===== src/sv/mda_tcr_pkg.sv =====
`timescale 1ns / 1ps
// Shared types and constants for the MDA text cell renderer.
// No dependencies; imported by every module of the block.
package mda_tcr_pkg;

   // Field widths
   localparam int CodeW    = 8;
   localparam int AttrW    = 8;
   localparam int GlyphW   = 8;
   localparam int PixW     = 2;
   localparam int PixelsW  = 18;
   localparam int FrameW   = 5;
   localparam int ModeW    = 8;
   localparam int CsrDataW = 32;
   localparam int CsrAddrW = 2;

   // Item kinds
   localparam logic OP_CELL = 1'b0;
   localparam logic OP_TICK = 1'b1;

   // Register map
   localparam logic [CsrAddrW-1:0] ADDR_MODE_CONTROL = 2'd0;

   // Mode decode
   localparam logic [ModeW-1:0] MODE_MASK  = 8'h2a;
   localparam logic [ModeW-1:0] MODE_INTEN = 8'h08;
   localparam logic [ModeW-1:0] MODE_BLINK = 8'h28;

   // Attribute codes and masks
   localparam logic [AttrW-1:0] ATTR_REV       = 8'h70;
   localparam logic [AttrW-1:0] ATTR_REV_HI    = 8'h78;
   localparam logic [AttrW-1:0] ATTR_REV_BL    = 8'hF0;
   localparam logic [AttrW-1:0] ATTR_REV_BL_HI = 8'hF8;
   localparam logic [AttrW-1:0] ATTR_VIS_MASK  = 8'h77;
   localparam logic [AttrW-1:0] ATTR_UL_MASK   = 8'h07;
   localparam logic [AttrW-1:0] ATTR_UL        = 8'h01;

   // Box-drawing range for the ninth column
   localparam logic [CodeW-1:0] CODE_BOX_MASK = 8'hE0;
   localparam logic [CodeW-1:0] CODE_BOX      = 8'hC0;

   // Palette indices
   localparam logic [PixW-1:0] PAL_BLACK  = 2'd0;
   localparam logic [PixW-1:0] PAL_DIM    = 2'd1;
   localparam logic [PixW-1:0] PAL_NORMAL = 2'd2;
   localparam logic [PixW-1:0] PAL_BRIGHT = 2'd3;

   // Per-cell render controls from the top level to the shading logic
   typedef struct packed {
      logic blink_mode;   // blink text mode selected
      logic cursor_phase; // frame counter bit 3
      logic blink_phase;  // frame counter bit 4
   } render_ctl_type;

endpackage


===== src/sv/mda_tcr_csr.sv =====
`timescale 1ns / 1ps
// APB-style register block holding the mode control byte.
// Depends on mda_tcr_pkg.
module mda_tcr_csr (
   input  logic                             clock,
   input  logic                             reset,
   input  logic                             csr_psel,
   input  logic                             csr_penable,
   input  logic                             csr_pwrite,
   input  logic [mda_tcr_pkg::CsrAddrW-1:0] csr_paddr,
   input  logic [mda_tcr_pkg::CsrDataW-1:0] csr_pwdata,
   output logic [mda_tcr_pkg::CsrDataW-1:0] csr_prdata,
   output logic                             csr_pready,
   output logic                             text_on,
   output logic                             blink_mode
);
   import mda_tcr_pkg::*;

   logic [ModeW-1:0] mode_ff;
   logic [ModeW-1:0] mode_in;
   logic [ModeW-1:0] mode_sel;
   logic             wr_en;

   // Take a write on the access phase
   assign wr_en = csr_psel && csr_penable && csr_pwrite && (csr_paddr == ADDR_MODE_CONTROL);

   always_comb begin
      mode_in = mode_ff;
      if (wr_en) begin
         mode_in = csr_pwdata[ModeW-1:0];
      end
   end

   always_ff @(posedge clock) begin
      if (reset) begin
         mode_ff <= '0;
      end else begin
         mode_ff <= mode_in;
      end
   end

   // Read back the register; other addresses read as zero
   always_comb begin
      csr_prdata = '0;
      if (csr_paddr == ADDR_MODE_CONTROL) begin
         csr_prdata = {{(CsrDataW-ModeW){1'b0}}, mode_ff};
      end
   end

   assign csr_pready = 1'b1;

   // Decode the text mode
   assign mode_sel   = mode_ff & MODE_MASK;
   assign blink_mode = (mode_sel == MODE_BLINK);
   assign text_on    = (mode_sel == MODE_BLINK) || (mode_sel == MODE_INTEN);

endmodule


===== src/sv/mda_tcr_shade.sv =====
`timescale 1ns / 1ps
// Combinational cell shading: attribute rules, cursor, blink and pixel expansion.
// Depends on mda_tcr_pkg.
module mda_tcr_shade (
   input  logic [mda_tcr_pkg::CodeW-1:0]   char_code,
   input  logic [mda_tcr_pkg::AttrW-1:0]   attribute,
   input  logic [mda_tcr_pkg::GlyphW-1:0]  glyph_bits,
   input  logic                            is_cursor,
   input  mda_tcr_pkg::render_ctl_type     ctl,
   output logic [mda_tcr_pkg::PixelsW-1:0] pixels
);
   import mda_tcr_pkg::*;

   logic [PixW-1:0]   fg;
   logic [PixW-1:0]   bg;
   logic [GlyphW-1:0] data;

   // Pick colours from the attribute
   always_comb begin
      fg = attribute[3] ? PAL_BRIGHT : PAL_NORMAL;
      bg = PAL_BLACK;
      unique case (attribute)
         ATTR_REV: begin
            bg = PAL_NORMAL;
            fg = PAL_BLACK;
         end
         ATTR_REV_HI: begin
            bg = PAL_NORMAL;
            fg = PAL_DIM;
         end
         ATTR_REV_BL: begin
            bg = ctl.blink_mode ? PAL_NORMAL : PAL_BRIGHT;
            fg = PAL_BLACK;
         end
         ATTR_REV_BL_HI: begin
            bg = ctl.blink_mode ? PAL_NORMAL : PAL_BRIGHT;
            fg = PAL_DIM;
         end
         default: begin
         end
      endcase
   end

   // Apply invisible, underline, cursor and blink to the scanline byte
   always_comb begin
      data = glyph_bits;
      if ((attribute & ATTR_VIS_MASK) == '0) begin
         data = '0;
      end
      if ((attribute & ATTR_UL_MASK) == ATTR_UL) begin
         data = '1;
      end
      if (is_cursor) begin
         if (ctl.cursor_phase) begin
            data = '1;
         end
      end else if (ctl.blink_mode && attribute[7] && ctl.blink_phase) begin
         data = '0;
      end
   end

   // Expand to nine pixels, leftmost in the top bits
   always_comb begin
      for (int k = 0; k < GlyphW; k++) begin
         pixels[PixelsW-1-PixW*k -: PixW] = data[GlyphW-1-k] ? fg : bg;
      end
      if ((char_code & CODE_BOX_MASK) == CODE_BOX) begin
         pixels[PixW-1:0] = data[0] ? fg : bg;
      end else begin
         pixels[PixW-1:0] = bg;
      end
   end

endmodule


===== src/sv/mda_text_cell_renderer_core.sv =====
`timescale 1ns / 1ps
// Top level of the MDA text cell renderer: input stage, frame counter, result stage.
// Depends on mda_tcr_pkg, mda_tcr_csr and mda_tcr_shade.
//
//  channel | ports                          | moves
//  --------+--------------------------------+--------------------------------
//  req     | req_valid/req_ready + fields   | one cell or vsync tick request
//  rsp     | rsp_valid/rsp_ready, pixels    | nine 2-bit pixels per shown cell
//  csr     | csr_psel/penable/pwrite/paddr  | mode control byte at address 0
//
// One request per cycle while results are not stalled. A cell passes the input register,
// then the result register, and rsp_valid rises once the result register holds it. Ticks
// and cells in display-off mode leave the input register without a result. A stalled
// result holds a cell in the input register and drops req_ready; ticks and display-off
// cells still pass. Synchronous reset clears the valid flags, the frame counter and the
// mode byte (display off).
module mda_text_cell_renderer_core (
   input  logic                             clock,
   input  logic                             reset,
   input  logic                             req_valid,
   output logic                             req_ready,
   input  logic                             req_op,
   input  logic [mda_tcr_pkg::CodeW-1:0]    req_char_code,
   input  logic [mda_tcr_pkg::AttrW-1:0]    req_attribute,
   input  logic [mda_tcr_pkg::GlyphW-1:0]   req_glyph_bits,
   input  logic                             req_is_cursor,
   output logic                             rsp_valid,
   input  logic                             rsp_ready,
   output logic [mda_tcr_pkg::PixelsW-1:0]  rsp_pixels,
   input  logic                             csr_psel,
   input  logic                             csr_penable,
   input  logic                             csr_pwrite,
   input  logic [mda_tcr_pkg::CsrAddrW-1:0] csr_paddr,
   input  logic [mda_tcr_pkg::CsrDataW-1:0] csr_pwdata,
   output logic [mda_tcr_pkg::CsrDataW-1:0] csr_prdata,
   output logic                             csr_pready
);
   import mda_tcr_pkg::*;

   logic               text_on;
   logic               blink_mode;

   logic               in_valid_ff, in_valid_in;
   logic               in_op_ff;
   logic [CodeW-1:0]   in_code_ff;
   logic [AttrW-1:0]   in_attr_ff;
   logic [GlyphW-1:0]  in_glyph_ff;
   logic               in_cursor_ff;

   logic [FrameW-1:0]  frame_ff, frame_in;
   logic               out_valid_ff, out_valid_in;
   logic [PixelsW-1:0] out_pixels_ff;
   logic [PixelsW-1:0] shade_pixels;

   logic               out_space;
   logic               makes_rsp;
   logic               in_advance;
   logic               req_take;
   render_ctl_type     ctl;

   mda_tcr_csr u_csr (
      .clock       (clock),
      .reset       (reset),
      .csr_psel    (csr_psel),
      .csr_penable (csr_penable),
      .csr_pwrite  (csr_pwrite),
      .csr_paddr   (csr_paddr),
      .csr_pwdata  (csr_pwdata),
      .csr_prdata  (csr_prdata),
      .csr_pready  (csr_pready),
      .text_on     (text_on),
      .blink_mode  (blink_mode)
   );

   // Render controls from the current frame count: blink mode, cursor phase, blink phase
   assign ctl = {blink_mode, frame_ff[3], frame_ff[4]};

   mda_tcr_shade u_shade (
      .char_code  (in_code_ff),
      .attribute  (in_attr_ff),
      .glyph_bits (in_glyph_ff),
      .is_cursor  (in_cursor_ff),
      .ctl        (ctl),
      .pixels     (shade_pixels)
   );

   // Advance the input register when its request can move on
   assign out_space  = !out_valid_ff || rsp_ready;
   assign makes_rsp  = (in_op_ff == OP_CELL) && text_on;
   assign in_advance = in_valid_ff && (!makes_rsp || out_space);
   assign req_ready  = !in_valid_ff || in_advance;
   assign req_take   = req_valid && req_ready;

   always_comb begin
      in_valid_in = in_valid_ff;
      if (in_advance) begin
         in_valid_in = 1'b0;
      end
      if (req_take) begin
         in_valid_in = 1'b1;
      end
   end

   // Count ticks as they leave the input register
   always_comb begin
      frame_in = frame_ff;
      if (in_advance && (in_op_ff == OP_TICK)) begin
         frame_in = frame_ff + 1'b1;
      end
   end

   // Load or drain the result register
   always_comb begin
      out_valid_in = out_valid_ff;
      if (rsp_ready) begin
         out_valid_in = 1'b0;
      end
      if (in_advance && makes_rsp) begin
         out_valid_in = 1'b1;
      end
   end

   always_ff @(posedge clock) begin
      if (reset) begin
         in_valid_ff  <= 1'b0;
         out_valid_ff <= 1'b0;
         frame_ff     <= '0;
      end else begin
         in_valid_ff  <= in_valid_in;
         out_valid_ff <= out_valid_in;
         frame_ff     <= frame_in;
      end
   end

   // Hold payloads; no reset needed
   always_ff @(posedge clock) begin
      if (req_take) begin
         in_op_ff     <= req_op;
         in_code_ff   <= req_char_code;
         in_attr_ff   <= req_attribute;
         in_glyph_ff  <= req_glyph_bits;
         in_cursor_ff <= req_is_cursor;
      end
      if (in_advance && makes_rsp) begin
         out_pixels_ff <= shade_pixels;
      end
   end

   assign rsp_valid  = out_valid_ff;
   assign rsp_pixels = out_pixels_ff;

endmodule


===== config.mk =====
export PLATFORM = sky130hd
export DESIGN_NAME = mda_text_cell_renderer_core
export DESIGN_NICKNAME = d
export VERILOG_FILES = /design/src/sv/mda_tcr_pkg.sv /design/src/sv/mda_tcr_csr.sv /design/src/sv/mda_tcr_shade.sv /design/src/sv/mda_text_cell_renderer_core.sv
export SDC_FILE = /design/constraint.sdc
export NUM_CORES = 1
export LEC_CHECK = 0
export ABC_AREA = 1
export BUFFER_PORTS_ARGS = -buffer_cell sky130_fd_sc_hd__buf_2
export CAP_MARGIN = 30
export CELL_PAD_IN_SITES_DETAIL_PLACEMENT = 0
export CELL_PAD_IN_SITES_GLOBAL_PLACEMENT = 1
export CORE_MARGIN = 1
export CORE_UTILIZATION = 35
export CTS_CLUSTER_DIAMETER = 50
export DETAILED_ROUTE_END_ITERATION = 16
export PLACE_DENSITY_LB_ADDON = 0.25
export SKIP_LAST_GASP = 1
export SYNTH_ARGS = -nofsm -noshare
export SYNTH_HDL_FRONTEND = slang
export SYNTH_HIERARCHICAL = 1
export SYNTH_SLANG_ARGS = --single-unit

===== constraint.sdc =====
create_clock -name clock -period 2.8 [get_ports clock]
set_clock_uncertainty 0.2 [all_clocks]
set_input_delay 0.28 -clock clock [delete_from_list [all_inputs] [get_ports clock]]
set_output_delay 0.28 -clock clock [all_outputs]
set_load 0.02 [all_outputs]

==> results of run 1 <==
## state kept, by name (all words and copies together), names as in the netlist, 3 cells and up
| signal | count |
|---|---|
| rsp_pixels | 18 |
| in_attr_ff | 8 |
| in_glyph_ff | 8 |
| u_csr/mode_ff | 8 |
| frame_ff | 5 |
| in_code_ff | 3 |
## area by class of cell
type                       count  area, µm²  share of cell area
clock buffer                   7       76.3              0.0234
inverter                      34        130              0.0400
timing repair buffer          89        561               0.172
sequential                    54       1470               0.452
tap                           96        120              0.0369
clock inverter                 1       30.0             0.00922
multi-input combinational    179        867               0.266
## layer usage
metal / track usage / routed length (µm) / up-vias
met5: 0 / 0 / -
met4: 0.0402 / 37 / 0
met3: 0.0358 / 292 / 5
met2: 0.220 / 2050 / 66
met1: 0.151 / 2000 / 744
li1: - / - / 988
## final timing paths
path | startpoint | to | slack (ps)
worst min-delay path | req_valid | in_valid_ff | 60
worst min register to register | u_csr/mode_ff[4] | u_csr/mode_ff[4] | 290
worst max-delay path | u_csr/mode_ff[3] | rsp_pixels[2] | 860
worst max register to register | u_csr/mode_ff[3] | rsp_pixels[2] | 860
## placed cells by master, fill, tap and decap left out
cell and instances:
nor2_8 1, nand2_4 1, inv_4 1, dfxtp_1 15
nor2_4 2, edfxtp_1 39, nor2_2 2, a21boi_4 1
conb_1 25, clkbuf_1 2, inv_1 28, buf_4 2
buf_2 65, a21oi_2 1, nand2_2 5, nor3_4 1
nand2_1 48, dlygate4sd3_1 22, nor2_1 48, clkbuf_8 5
nand3_1 17, ha_1 1, nor3_1 1, a21oi_1 11
and2_1 2, inv_2 5, nand3_2 2, bufinv_16 1
nor3_2 1, o21ai_0 2, xor2_1 7
## worst max-delay path: cells and delay by family (launching register included)
kind | cells | cell delay, ps
buffers and inverters | 1 | 60
flip-flops | 1 | 330
AND/OR/NAND/NOR | 5 | 1090
## through the flow
step / instance area, µm² / cells / utilization / setup WS [ps] / power (mW)
global route: 3260 / 460 / 0.469 / 718 / 1.68
CTS: 3260 / 460 / 0.469 / 853 / 1.62
floorplan: 2650 / 293 / - / 362 / 1.07
detailed placement: 2930 / 430 / 0.422 / 871 / 1.10
finish: 3260 / 460 / 0.469 / 863 / 1.59
global placement: 2930 / 430 / 0.422 / 881 / 1.10
## where the power goes
group	internal [mW]	total, mW	switching, mW
clock	0.268	0.490	0.223
sequential	0.894	0.910	0.0165
combinational	0.0759	0.191	0.115
## what timing repair did
action	CTS	global route
hold buffers	22	0
hold endpoints to repair	22	0
setup endpoints to repair	0	0
==> flow_summary.yaml, run 1 <==
status:
  status: "completed"
setup_path:
  worstSetupPathType: "flip-flop to flip-flop"
  crit_chain: "inv_1 -> nor3_1 -> nand3_1 -> nand2_1 -> nand2_1 -> and2_1"
  ff2ff_path_depth: 6
  max_stage_delay_ps: 360
  cp_slowest_cell: "nand3_1"
  cp-end-kind: "flip-flop"
  cpMostUsedCell: "nand2_1"
  path_max_fanout: 10
  critPathArrivalTime_ps: 1790
  cp-start-kind: "flip-flop"
  critPathRequiredTime_ps: 2660
finish:
  area_delta_synth_final_pct: 26.9
  drive_gt1_frac: 0.264
  num-fill-cells: 716
  diodes: 0
  finalNetCount: 431
synth:
  synth_area_per_cell_um2: 9.50
  netlist_area_um2: 2560
  synth_warnings: 6
  synth_cells: 270
routing:
  via_per_inst: 3.92
  wl_um: 4380
  ant_nets: 0
  drc_errors: 0
  drtIter0Drc: 55
  wire_per_inst_um: 9.51
  vias: 1803
  first_pass_iters: 4
clock_network:
  cts_buffer_depth: 2
  cts-resized-gates: 0
  h-tree-depth: 2
  cts.sinks: 54
  postCtsSetupBuffers: 0
  cts_tree: "done"
  root_buffer: "clkbuf_8"
  clkLatencyLatePin_ps: 290
  cts_buffers: 5
  clk_pin_slew_worst_paths_ps: 90
die:
  fp.dieH_um: 87.6
  coreArea_um2: 6940
  row_count: 30
  die_area_um2: 7670
  num_io_pins: 120
  start_util: 0.369
  die_w_um: 87.6
grt:
  grt.total_usage: 0.126
  grt-ovfl-total: 0
  grt_pass1_wl_um: 7390
  grt_max_degree: 21
  antenna_found_initial: 0
  first_global_vias: 1693
sta:
  max_freq_ghz: 0.516
  fin_crit_sh: 0.692
  rsz0062_at_grt: "false"
  drv_slew: 0
  tns_ps: 0
  hold_viol_final: 0
  min_period_ps: 1940
  holdWs_ps: 58.2
  setup_viol: 0
flow_run:
  cap_violations: 0
power_and_ir_drop:
  ir_drop_v: 0.000197
  p_leak_nw: 1.47
  power.density_nw_per_um2: 489
placed_design:
  port_buffers: 65
  place_congestion: 0.696
  dp.final_hpwl_um: 3340
min_path:
  min_path_cells: 3
  min_path_type: "primary input to flip-flop"
Note: power is estimated with default switching activity, not from simulation.
==> run 2: changes to the inputs <==
- CORE_UTILIZATION: 35 -> 31
- clock period: 2.8 -> 1.7 ns (I/O delays scaled with it)
==> run 2 against run 1 <==
Compared with the run above: the run now ends with setup timing left; wire length is 7.3% higher; global-route usage is 1.2 points lower; first-iteration DRC count is 44% lower; cell count is 6.1% higher; sequential share of layout area is 3.4 points lower; sequential power is 65% higher; hold slack better by 17 ps; critical endpoint is now in_glyph_ff[2]; highest routed layer unchanged.
==> flow_summary.yaml, run 2 (synthesized netlist as in run 1, its figures left out) <==
routing:
  drc_errors: 0
  first_pass_iters: 4
  wl_um: 4700
  ant_nets: 0
  wire_per_inst_um: 9.62
  drtIter0Drc: 31
  vias: 1940
  via_per_inst: 3.98
setup_path:
  cp-end-kind: "flip-flop"
  cp_top_family: "compound AO/OA/AOI/OAI gates"
  worstSetupPathType: "flip-flop to flip-flop"
  critPathRequiredTime_ps: 1440
  max_stage_delay_ps: 560
  cp.buffers_inverters: 1
  cp_slowest_cell: "a21oi_4"
  cp-start-kind: "flip-flop"
  crit_chain: "inv_2 -> nor2_1 -> nand2_1 -> nor2_4 -> a21oi_4"
  critPathArrivalTime_ps: 1480
  path_max_fanout: 21
clock_network:
  clkLatencyLatePin_ps: 300
  h-tree-depth: 2
  cts_buffer_depth: 2
  root_buffer: "clkbuf_8"
  cts.sinks: 54
  cts_tree: "done"
  cts_buffers: 5
  clk_pin_slew_worst_paths_ps: 100
placed_design:
  place_congestion: 0.736
  port_buffers: 65
  dp.final_hpwl_um: 3550
  dp_slack_ps: -54.4
  dp.cells: 447
finish:
  largest_reg_flops: 18
  num-fill-cells: 806
  layout_common_cells: "buf_2 (64), nor2_1 (47), nand2_1 (44), edfxtp_1 (39), dlygate4sd3_1 (31)"
  layout.cells.most_common: "buf_2"
  area_delta_synth_final_pct: 37.5
  diodes: 0
  drive_gt1_frac: 0.313
  finalNetCount: 453
  finalNonFillerCells: 488
sta:
  max_freq_ghz: 0.574
  hold_viol_final: 0
  slew-limit-headroom: 0.538
  tightest_slew_ps: 692
  drv_slew: 0
  rsz0062_at_grt: "true"
  setup_ws_ps: -41.2
  fin_crit_sh: 1.02
  min_period_ps: 1740
  tns_ps: -779
  setup_viol: 21
power_and_ir_drop:
  p_leak_nw: 1.59
  ir_drop_v: 0.000354
  total_power_mw: 2.55
  power.density_nw_per_um2: 723
min_path:
  min_path_type: "primary input to flip-flop"
grt:
  antenna_found_initial: 0
  grt_max_degree: 22
  grt-ovfl-total: 0
  first_global_vias: 1689
  grt.total_usage: 0.114
  grt_pass1_wl_um: 7620
die:
  num_io_pins: 120
  die_w_um: 93.0
  die_area_um2: 8640
  row_count: 32
  coreArea_um2: 7850
  fp.dieH_um: 93.0
  start_util: 0.327
status:
  failed_checks: "setup timing"
  status: "complete, but fails checks"
flow_run:
  cap_violations: 0
[run 2: cell types whose count changed in the layout (fill, tap and decap cells not counted), sizes merged]
cell	change
bufinv	-1
clkinvlp	+1
clkbuf	-2
clkinv	+1
inv	+1
buf	+13
dlygate4sd3	+9
[run 2: what timing repair did]
action	CTS	global route
hold buffers	31	0
setup endpoints to repair	39	40
pin swaps	1	5
gates resized for setup	4	16
setup buffers	0	3
endpoints found under the hold margin	31	0
[run 2: layout make-up]
class                      instances  area, µm²  share of cell area
clock buffer                       5       68.8              0.0195
clock inverter                     3       20.0             0.00568
tap                              102        128              0.0362
timing repair buffer             111        774               0.220
sequential                        54       1470               0.418
multi-input combinational        179        928               0.263
inverter                          34        135              0.0383
[run 2: worst paths after layout]
| path | from | end | slack [ps] | cells after the start |
|---|---|---|---|---|
| worst min-delay path | csr_paddr[0] | u_csr/mode_ff[7] | 70 | 5 |
| worst min register to register | u_csr/mode_ff[0] | u_csr/mode_ff[0] | 290 | 2 |
| worst max-delay path | u_csr/mode_ff[3] | in_glyph_ff[2] | -40 | 5 |
| worst max register to register | u_csr/mode_ff[3] | in_glyph_ff[2] | -40 | 5 |
[run 2: stage by stage]
step           instance area [µm²]   util  hold WS (ps)
4_1_cts                       3450  0.440          65.1
6_report                      3530  0.449          74.9
3_3_place_gp                  3050  0.388           148
3_5_place_dp                  3050  0.388           148
2_1_floorplan                 2670      -          39.1
5_1_grt                       3530  0.449           103
[run 2: tightest hold or removal path, stage by stage]
cell     delay [ps]
buf_2           100
nor2_2           70
nand3_1          80
nand2_1          50
nor2_1           70
[run 2: report_power, final]
part	leakage, nW	switching, mW	internal (mW)	total (mW)
sequential	0.490	0.0262	1.47	1.50
combinational	1.06	0.201	0.154	0.355
clock	0.0422	0.404	0.290	0.695
[run 2: per-layer routing]
layer,GRT usage,part of all wire
met1,0.140,0.45
met4,0.0372,0.011
met3,0.0345,0.063
met2,0.190,0.48
met5,0,0
==> run 3: changes to the inputs <==
- SKIP_CTS_REPAIR_TIMING: not set -> 1
==> run 3 against run 2 <==
Compared with the run above: the run ends with hold timing, setup timing left; first-iteration DRC count up 9.7%; register-to-register slack got worse by 30 ps; sequential power barely moved; largest cell class unchanged; maximum frequency down 1.5%; clock power about the same; non-clock buffer count down 10; cell count down 2.0%; combinational power decreased by 7.0%; total power fell by 1.0%; critical path type unchanged.
==> flow_summary.yaml, run 3 (synthesized netlist as in run 1, its figures left out) <==
status:
  status: "complete, but fails checks"
  failed_checks: "hold timing, setup timing"
setup_path:
  crit_chain: "buf_4 -> nor3_1 -> nand3_1 -> buf_4 -> nand2_1 -> a21oi_1"
  cp-end-kind: "flip-flop"
  cp_slowest_cell: "dfxtp_1"
  cp.buffers_inverters: 2
  worstSetupPathType: "flip-flop to flip-flop"
  cp-start-kind: "flip-flop"
  cpMostUsedCell: "buf_4"
  critPathRequiredTime_ps: 1550
  critPathArrivalTime_ps: 1620
  cp_top_family: "simple AND/OR/NAND/NOR gates"
  path_max_fanout: 9
  max_stage_delay_ps: 320
die:
  row_count: 32
  die_area_um2: 8640
  coreArea_um2: 7850
  die_w_um: 93.0
  num_io_pins: 120
  fp.dieH_um: 93.0
  start_util: 0.327
placed_design:
  place_congestion: 0.736
  port_buffers: 65
  place_area_um2: 3050
  dp.final_hpwl_um: 3550
grt:
  antenna_found_initial: 0
  grt_max_degree: 22
  grt-ovfl-total: 0
  grt_pass1_wl_um: 7310
  grt.total_usage: 0.110
  first_global_vias: 1578
clock_network:
  cts_buffers: 5
  clkLatencyLatePin_ps: 300
  root_buffer: "clkbuf_8"
  cts.sinks: 54
  cts_buffer_depth: 2
  h-tree-depth: 2
  cts_tree: "done"
  clk_pin_slew_worst_paths_ps: 100
finish:
  finalNetCount: 443
  layout.cells.most_common: "buf_2"
  utilization: 0.430
  stdcell_area_um2: 3370
  diodes: 0
  layout_common_cells: "buf_2 (65), nor2_1 (48), nand2_1 (47), edfxtp_1 (39), inv_1 (28)"
  largest_reg_flops: 18
  num-fill-cells: 823
  drive_gt1_frac: 0.293
  area_delta_synth_final_pct: 31.5
sta:
  rsz0062_at_grt: "true"
  drv_slew: 0
  max_freq_ghz: 0.565
  min_period_ps: 1770
  holdWs_ps: -13.5
  fin_crit_sh: 1.04
  setup_ws_ps: -68.4
  setup_viol: 39
  slew-limit-headroom: 0.534
  hold_viol_final: 8
  tightest_slew_ps: 698
routing:
  first_pass_iters: 4
  wire_per_inst_um: 9.58
  ant_nets: 0
  vias: 1880
  drtIter0Drc: 34
  wl_um: 4580
  drc_errors: 0
  via_per_inst: 3.93
power_and_ir_drop:
  power.density_nw_per_um2: 748
  ir_drop_v: 0.000355
  total_power_mw: 2.52
  p_leak_nw: 1.52
min_path:
  min_path_type: "primary input to flip-flop"
flow_run:
  cap_violations: 0
[run 3: cell types whose count changed in the layout (fill, tap and decap cells not counted), sizes merged]
cell         previous run  this run
buf                    80        78
dlygate4sd3            31        23
[run 3: path summary, 6_finish.rpt]
check / startpoint / end / slack [ps] / cells after the start
worst min register to register: u_csr/mode_ff[0] / u_csr/mode_ff[0] / 290 / 2
worst max-delay path: u_csr/mode_ff[1] / rsp_pixels[12] / -70 / 6
worst min-delay path: csr_pwdata[7] / u_csr/mode_ff[7] / -10 / 5
worst max register to register: u_csr/mode_ff[1] / rsp_pixels[12] / -70 / 6
[run 3: worst reg2reg max path, stage by stage (launching register included)]
cell	delay [ps]
dfxtp_1	320
buf_4	130
nor3_1	310
nand3_1	160
buf_4	200
nand2_1	120
a21oi_1	80
[run 3: metal layers]
layer	routed length, µm	global-route usage	up-vias
met2	2120	0.177	63
met5	0	0	-
met1	2120	0.136	797
met3	286	0.0394	4
li1	-	-	1016
met4	53	0.0372	0
[run 3: power breakdown]
part	switching, mW	leakage (nW)	internal, mW	total, mW
Clock	0.404	0.0422	0.290	0.694
Combinational	0.194	0.992	0.137	0.330
Sequential	0.0258	0.490	1.47	1.50
Total	0.623	1.52	1.90	2.52
[run 3: final cells by class]
type / instances / area [µm²] / area share
repair buffers: 101 / 666 / 0.197
flip-flops and latches: 54 / 1470 / 0.437
well taps: 102 / 128 / 0.0378
clock buffers: 5 / 68.8 / 0.0204
inverters: 34 / 130 / 0.0386
clock inverters: 3 / 20.0 / 0.00593
multi-input cells: 179 / 888 / 0.263
[run 3: through the flow]
step	hold WS [ps]	setup TNS (ps)	std cells	setup WS, ps
2_1_floorplan	39.1	0	293	36.5
3_3_place_gp	148	-1730	447	-57.3
3_5_place_dp	148	-1470	447	-54.4
4_1_cts	-176	-2480	455	-95.6
5_1_grt	1.58	-6790	478	-198
6_report	-13.5	-1810	478	-68.4
